**config.mk**
```make
export PLATFORM = sky130hd
export DESIGN_NAME = oscillating_half_step_sequencer_core
export DESIGN_NICKNAME = d
export VERILOG_FILES = /design/src/ohss_pkg.sv /design/src/ohss_step.sv /design/src/ohss_out_buf.sv /design/src/oscillating_half_step_sequencer_core.sv
export SDC_FILE = /design/constraint.sdc
export NUM_CORES = 1
export LEC_CHECK = 0
export BUFFER_PORTS_ARGS = -buffer_cell sky130_fd_sc_hd__buf_2
export CAP_MARGIN = 20
export CORE_MARGIN = 2
export CORE_UTILIZATION = 44
export DETAILED_ROUTE_END_ITERATION = 12
export PLACE_DENSITY_LB_ADDON = 0.12
export SYNTH_ARGS = -nofsm -noshare
export SYNTH_HDL_FRONTEND = slang
export SYNTH_HIERARCHICAL = 1
export SYNTH_SLANG_ARGS = --single-unit
```
**constraint.sdc**
```tcl
create_clock -name clk_i -period 2.7 [get_ports clk_i]
set_input_delay 0.405 -clock clk_i [delete_from_list [all_inputs] [get_ports clk_i]]
set_output_delay 0.405 -clock clk_i [all_outputs]
set_load 0.005 [all_outputs]
```
**src/ohss_pkg.sv**
```systemverilog
`timescale 1ns / 1ps

package ohss_pkg;

  localparam int unsigned CountWidth   = 16;
  localparam int unsigned PhaseWidth   = 3;
  localparam int unsigned PatternWidth = 4;
  localparam int unsigned CfgIdxWidth  = 2;
  localparam int unsigned CfgDataWidth = 16;
  localparam int unsigned OutDepth     = 2;

  localparam int unsigned SnapInterval = 32;

  localparam logic [PhaseWidth-1:0] PhaseLast = PhaseWidth'(7);

  localparam logic [PatternWidth-1:0] CcwTable [8] = '{
    4'h9, 4'h1, 4'h3, 4'h2, 4'h6, 4'h4, 4'hc, 4'h8
  };
  localparam logic [PatternWidth-1:0] CwTable [8] = '{
    4'h8, 4'hc, 4'h4, 4'h6, 4'h2, 4'h3, 4'h1, 4'h9
  };

  typedef enum logic [CfgIdxWidth-1:0] {
    REG_STEPS_PER_SWEEP = 2'd0,
    REG_START_CLOCKWISE = 2'd1,
    REG_RUNNING         = 2'd2
  } reg_idx_e;

  typedef struct packed {
    logic [CountWidth-1:0] steps_per_sweep;
    logic                  start_clockwise;
    logic                  running;
  } cfg_t;

  typedef struct packed {
    logic [PhaseWidth-1:0]   phase_index;
    logic [CountWidth-1:0]   remaining_cycles;
    logic                    direction_cw;
    logic [PatternWidth-1:0] last_pattern;
  } state_t;

  typedef struct packed {
    logic [PatternWidth-1:0] coil_pattern;
    logic                    coil_update;
    logic                    moving_clockwise;
    logic                    snap_valid;
    logic [CountWidth-1:0]   snap_remaining;
  } result_t;

  // trailing zero count of the snap interval
  function automatic int unsigned snap_shift_f(int unsigned value);
    int unsigned n;
    n = 0;
    for (int i = 0; i < 13; i++) begin
      if (((value >> n) & 1) == 0) begin
        n = n + 1;
      end
    end
    return n;
  endfunction

  // inverse of an odd value modulo 2^16, newton steps
  function automatic logic [CountWidth-1:0] inv_odd_f(logic [CountWidth-1:0] m);
    logic [CountWidth-1:0] inv;
    inv = m;
    for (int i = 0; i < 4; i++) begin
      inv = CountWidth'(inv * CountWidth'(CountWidth'(2) - CountWidth'(m * inv)));
    end
    return inv;
  endfunction

  localparam int unsigned SnapShift = snap_shift_f(SnapInterval);
  localparam logic [CountWidth-1:0] SnapOdd  = CountWidth'(SnapInterval >> SnapShift);
  localparam logic [CountWidth-1:0] SnapInv  = inv_odd_f(SnapOdd);
  localparam logic [CountWidth-1:0] SnapMask = CountWidth'((1 << SnapShift) - 1);
  localparam logic [CountWidth-1:0] SnapLimit =
    CountWidth'(((1 << CountWidth) - 1) / (SnapInterval >> SnapShift));

  // exact divisibility by the snap interval: power-of-two part by mask,
  // odd part by multiply with its modular inverse
  function automatic logic snap_due_f(logic [CountWidth-1:0] value);
    logic [CountWidth-1:0] odd_part;
    logic [CountWidth-1:0] prod;
    odd_part = value >> SnapShift;
    prod     = CountWidth'(odd_part * SnapInv);
    return ((value & SnapMask) == '0) && (prod <= SnapLimit);
  endfunction

endpackage

```
**src/ohss_step.sv**
```systemverilog
`timescale 1ns / 1ps

module ohss_step (
  input  ohss_pkg::state_t  state_i,
  input  ohss_pkg::cfg_t    cfg_i,
  input  logic              tick_i,
  output ohss_pkg::state_t  state_o,
  output ohss_pkg::result_t result_o
);

  logic                                fire;
  logic                                wrap;
  logic [ohss_pkg::PatternWidth-1:0]   pattern;
  logic                                snap;

  assign fire = tick_i & cfg_i.running;
  assign wrap = (state_i.phase_index == ohss_pkg::PhaseLast);
  assign pattern = state_i.direction_cw ? ohss_pkg::CwTable[state_i.phase_index]
                                        : ohss_pkg::CcwTable[state_i.phase_index];
  assign snap = fire & wrap & (state_i.remaining_cycles != '0) &
                ohss_pkg::snap_due_f(state_i.remaining_cycles);

  always_comb begin
    state_o = state_i;
    if (fire) begin
      state_o.last_pattern = pattern;
      if (!wrap) begin
        state_o.phase_index = state_i.phase_index + ohss_pkg::PhaseWidth'(1);
      end else begin
        state_o.phase_index = '0;
        if (state_i.remaining_cycles == '0) begin
          state_o.direction_cw     = ~state_i.direction_cw;
          state_o.remaining_cycles = cfg_i.steps_per_sweep;
        end else begin
          state_o.remaining_cycles = state_i.remaining_cycles - ohss_pkg::CountWidth'(1);
        end
      end
    end
  end

  always_comb begin
    result_o.coil_pattern     = state_o.last_pattern;
    result_o.coil_update      = fire;
    result_o.moving_clockwise = state_o.direction_cw;
    result_o.snap_valid       = snap;
    result_o.snap_remaining   = snap ? state_i.remaining_cycles : '0;
  end

endmodule

```
**src/ohss_out_buf.sv**
```systemverilog
`timescale 1ns / 1ps

module ohss_out_buf (
  input  logic              clk_i,
  input  logic              rst_ni,
  input  logic              push_i,
  input  ohss_pkg::result_t result_i,
  input  logic              pop_i,
  output ohss_pkg::result_t result_o,
  output logic              valid_o,
  output logic              full_o
);

  localparam int unsigned PtrWidth = $clog2(ohss_pkg::OutDepth);

  ohss_pkg::result_t          mem_q [ohss_pkg::OutDepth];
  logic [PtrWidth-1:0]        wr_ptr_q, wr_ptr_d;
  logic [PtrWidth-1:0]        rd_ptr_q, rd_ptr_d;
  logic [PtrWidth:0]          count_q, count_d;

  assign valid_o  = (count_q != '0);
  assign full_o   = (count_q == (PtrWidth+1)'(ohss_pkg::OutDepth));
  assign result_o = mem_q[rd_ptr_q];

  always_comb begin
    wr_ptr_d = wr_ptr_q;
    rd_ptr_d = rd_ptr_q;
    count_d  = count_q;
    if (push_i) begin
      wr_ptr_d = wr_ptr_q + PtrWidth'(1);
    end
    if (pop_i) begin
      rd_ptr_d = rd_ptr_q + PtrWidth'(1);
    end
    if (push_i && !pop_i) begin
      count_d = count_q + (PtrWidth+1)'(1);
    end else if (!push_i && pop_i) begin
      count_d = count_q - (PtrWidth+1)'(1);
    end
  end

  always_ff @(posedge clk_i or negedge rst_ni) begin
    if (!rst_ni) begin
      wr_ptr_q <= '0;
      rd_ptr_q <= '0;
      count_q  <= '0;
    end else begin
      wr_ptr_q <= wr_ptr_d;
      rd_ptr_q <= rd_ptr_d;
      count_q  <= count_d;
    end
  end

  always_ff @(posedge clk_i) begin
    if (push_i) begin
      mem_q[wr_ptr_q] <= result_i;
    end
  end

endmodule

```
**src/oscillating_half_step_sequencer_core.sv**
```systemverilog
`timescale 1ns / 1ps

// Half-step sequencer for a four-coil stepper that sweeps back and forth.
// One tick transfer is taken every clock cycle while in_stall_o is low, and
// each one yields exactly one result: the input register holds the transfer,
// then its result is written to the result buffer. The rate is set by the
// update of the phase, sweep count and direction registers, which every tick
// reads and writes. A two-entry result buffer lets ticks keep flowing while a
// result waits to be taken. Any register write reloads the sweep count and
// direction; write registers only while no tick is in flight.

module oscillating_half_step_sequencer_core (
  input  logic                                clk_i,
  input  logic                                rst_ni,
  input  logic                                cfg_we_i,
  input  logic [ohss_pkg::CfgIdxWidth-1:0]    cfg_index_i,
  input  logic [ohss_pkg::CfgDataWidth-1:0]   cfg_data_i,
  input  logic                                in_valid_i,
  output logic                                in_stall_o,
  input  logic                                tick_i,
  output logic                                out_valid_o,
  input  logic                                out_stall_i,
  output logic [ohss_pkg::PatternWidth-1:0]   coil_pattern_o,
  output logic                                coil_update_o,
  output logic                                moving_clockwise_o,
  output logic                                snap_valid_o,
  output logic [ohss_pkg::CountWidth-1:0]     snap_remaining_o
);

  ohss_pkg::cfg_t    cfg_q, cfg_d;
  ohss_pkg::state_t  state_q, state_d, state_next;
  ohss_pkg::result_t result, buf_result;
  logic              in_valid_q;
  logic              tick_q;
  logic              buf_full;
  logic              advance;
  logic              in_load;
  logic              pop;

  assign in_stall_o = in_valid_q & buf_full;
  assign in_load    = ~in_stall_o;
  assign advance    = in_valid_q & ~buf_full;
  assign pop        = out_valid_o & ~out_stall_i;

  // input register
  always_ff @(posedge clk_i or negedge rst_ni) begin
    if (!rst_ni) begin
      in_valid_q <= 1'b0;
    end else if (in_load) begin
      in_valid_q <= in_valid_i;
    end
  end

  always_ff @(posedge clk_i) begin
    if (in_load && in_valid_i) begin
      tick_q <= tick_i;
    end
  end

  // register decode
  always_comb begin
    cfg_d = cfg_q;
    if (cfg_we_i) begin
      unique case (cfg_index_i)
        ohss_pkg::REG_STEPS_PER_SWEEP: cfg_d.steps_per_sweep = cfg_data_i;
        ohss_pkg::REG_START_CLOCKWISE: cfg_d.start_clockwise = cfg_data_i[0];
        ohss_pkg::REG_RUNNING:         cfg_d.running         = cfg_data_i[0];
        default: ;
      endcase
    end
  end

  ohss_step u_step (
    .state_i  (state_q),
    .cfg_i    (cfg_q),
    .tick_i   (tick_q),
    .state_o  (state_next),
    .result_o (result)
  );

  always_comb begin
    state_d = state_q;
    if (cfg_we_i && (cfg_index_i == ohss_pkg::REG_STEPS_PER_SWEEP ||
                     cfg_index_i == ohss_pkg::REG_START_CLOCKWISE ||
                     cfg_index_i == ohss_pkg::REG_RUNNING)) begin
      state_d.remaining_cycles = cfg_d.steps_per_sweep;
      state_d.direction_cw     = cfg_d.start_clockwise;
    end else if (advance) begin
      state_d = state_next;
    end
  end

  always_ff @(posedge clk_i or negedge rst_ni) begin
    if (!rst_ni) begin
      cfg_q   <= '0;
      state_q <= '0;
    end else begin
      cfg_q   <= cfg_d;
      state_q <= state_d;
    end
  end

  ohss_out_buf u_out_buf (
    .clk_i    (clk_i),
    .rst_ni   (rst_ni),
    .push_i   (advance),
    .result_i (result),
    .pop_i    (pop),
    .result_o (buf_result),
    .valid_o  (out_valid_o),
    .full_o   (buf_full)
  );

  assign coil_pattern_o     = buf_result.coil_pattern;
  assign coil_update_o      = buf_result.coil_update;
  assign moving_clockwise_o = buf_result.moving_clockwise;
  assign snap_valid_o       = buf_result.snap_valid;
  assign snap_remaining_o   = buf_result.snap_remaining;

endmodule

```
==> results.cfg <==
[place]
routabilityCongestion = 0.882
placedCellCount = 558
placed_area_um2 = 5340
dp_hpwl_um = 6600
place_ws_ps = 67.4
port_buffers = 48

[synth]
synth-edff-count = 47
yosys_warnings = 6
syn_avg_cell_area_um2 = 13.5
async_flop_share_pct = 50.0
synth_cell_type_count = 54
synth_ff_type = edfxtp_1
yosysSeqAreaShare_pct = 52.7
yosys_register_bits = 94
syn_inst = 364
synth_area_um2 = 4910

[min_path]
hold_class = input pin to async pin

[global_routing]
grt_pass1_vias = 3063
grt_max_degree = 26
grt_usage_pct = 16.9
grt_pass1_wl_um = 15300
grt-ovfl-total = 0
grt_antenna_before_repair = 0

[setup_path]
worstPathMaxFanout = 8
cp.required_ps = 2940
path_class = flop to flop
cp.arrival_ps = 2830
critical_path.max_stage_delay_ps = 420
cp_top_family = simple AND/OR/NAND/NOR gates
cp_cell_sequence = inv_1, ha_2, nor4b_4, nand2_2, buf_4, or4_1, a221o_1, mux2_2, mux2_4
worstSetupEndpointType = flop
crit_buf_inv = 2
slowest_stage = or4_1
startpoint_type = flop

[floorplanning]
die_w_um = 110
dieArea_um2 = 12000
core_area_um2 = 10800
fp.dieH_um = 110
initial_core_util_pct = 45.3
num_io_pins = 49
num_rows = 38

[power]
power_frac_clock_pct = 18.1
p_per_area_nw_per_um2 = 1020
power_mw = 5.72
p_int_mw = 3.91
seq_power_share_pct = 41.0
combPwrFrac_pct = 41.0
p_sw_mw = 1.82
ir_worst_vdd_mv = 0.367
leakagePower_nw = 2.37
switching_share_pct = 31.8

[timing]
fin_crit_ps = 2590
fmax_mhz = 387
fin_ws_ps = 114
slew_headroom_pct = 57.0
finalMaxSlewViolations = 0
hold_viol_final = 0
period_share_pct = 95.8
setup_violations = 0
skew_ps = 8.32
worst_pin_slew_ps = 643

[cells_and_area]
areaGrowthSynthToFinish_pct = 14.4
fin_nets = 462
postLayoutCellArea_um2 = 5610
diodes = 0
fill_cells = 974
layoutNonFillerInstCount = 576
final_cell_mix = 48 x buf_2, 47 x dfrtp_1, 47 x edfxtp_1
layout-drive-gt1-share_pct = 44.0
seqCellArea_um2 = 2590
multiInputGateArea_um2 = 2120
final_common_cell = buf_2

[routing]
firstDrtPassIters = 4
wl_per_cell_um = 16.0
route.detailed.drc = 0
drt_iter0_drc = 77
via_per_inst = 5.18
final_antenna_net_count = 0
vias = 2981
drt_wl_total_um = 9210

[clock_network]
cts_tree = built
clock-root-buffer = clkbuf_8
cts_sinks = 94
clock_path_buffers = 2
insertion_delay_ps = 350
htree_levels = 3
clk_pin_slew_ps = 90
cts_buffers = 9

[run_status]
status = complete, no violations

[flow_run]
maxCapViolCount = 0
## metrics by stage
step	utilization, %	TNS [ps]	hold WS [ps]
final	51.8	0	29.1
after global routing	51.8	-2.52	46.4
after CTS	51.3	0	34.0
after detailed placement	49.3	0	428
after global placement	49.3	0	428
after floorplan	-	0	109
## power groups by stage
| stage | Combinational, mW | Sequential (mW) | Clock (mW) |
|---|---|---|---|
| 3_5_place_dp | 2.34 | 2.37 | 0 |
| 3_3_place_gp | 2.31 | 2.35 | 0 |
| 5_1_grt | 2.61 | 2.41 | 1.12 |
| 6_report | 2.35 | 2.34 | 1.03 |
| 2_1_floorplan | 1.74 | 2.34 | 0 |
| 4_1_cts | 2.35 | 2.34 | 1.07 |
## what timing repair did
item,CTS,global route
hold buffers,0,0
buffers inserted,0,2
endpoints found under the setup margin,0,4
gates resized for setup,0,6
hold endpoints to repair,0,0
## flip-flops by register name, summed over array words and instances (netlist names)
register            count
u_out_buf/wr_ptr_q      1
u_out_buf/rd_ptr_q      1
cfg_q                  18
in_valid_q              1
u_out_buf/count_q       2
tick_q                  1
state_q                24
u_out_buf/mem_q        46
## logic make-up after synthesis
logic type | synth area share, %
flip-flops | 52.7
XOR/XNOR | 1.07
other | 0.0764
AND/OR/NAND/NOR | 10.7
buffers and inverters | 5.07
AO/OA/AOI/OAI | 6.40
adder cells (fa/ha/maj) | 1.78
multiplexers | 22.2
## cells in the mapped netlist, types with 9 or more instances
library cell  count  area share, %
a21oi_1           9           0.92
and2_1           11            1.4
buf_4            10            1.5
dfrtp_1          47             24
edfxtp_1         47             29
inv_1            14            1.1
mux2_2           44             10
mux2_4           39             12
nand2_1          15            1.1
nor2_1           11           0.84
nor3_1           13            1.3
o21ai_0          17            1.7
## routing by layer
| layer | vias up | global-route usage [%] | share of wire (%) |
|---|---|---|---|
| met5 | - | 0 | 0 |
| met2 | 44 | 27.4 | 49 |
| li1 | 1458 | - | - |
| met4 | 0 | 6.24 | 1.3 |
| met3 | 8 | 2.49 | 2.7 |
| met1 | 1471 | 22.9 | 47 |
## path summary, 6_finish.rpt
path,endpoint,slack (ps),start,depth (start not counted)
max,state_q[13]$_DFFE_PN0P_,110,state_q[5]$_DFFE_PN0P_,9
min,state_q[14]$_DFFE_PN0P_,30,rst_ni,2
max reg2reg,state_q[13]$_DFFE_PN0P_,110,state_q[5]$_DFFE_PN0P_,9
min reg2reg,u_out_buf/count_q[1]$_DFFE_PN0P_,500,u_out_buf/count_q[1]$_DFFE_PN0P_,1
max in group asynchronous,state_q[5]$_DFFE_PN0P_,2400,rst_ni,2
min in group clk_i,tick_q$_DFFE_PP_,230,tick_i,1
## cell type report
class                   instances  share of cell area [%]
clock inverters                 5                    1.47
flip-flops and latches         94                    46.1
multi-input cells             236                    37.8
clock buffers                  11                    2.52
well taps                     140                    3.12
inverters                      14                   0.936
repair buffers                 76                    8.02
(Power assumes the default switching activity.)
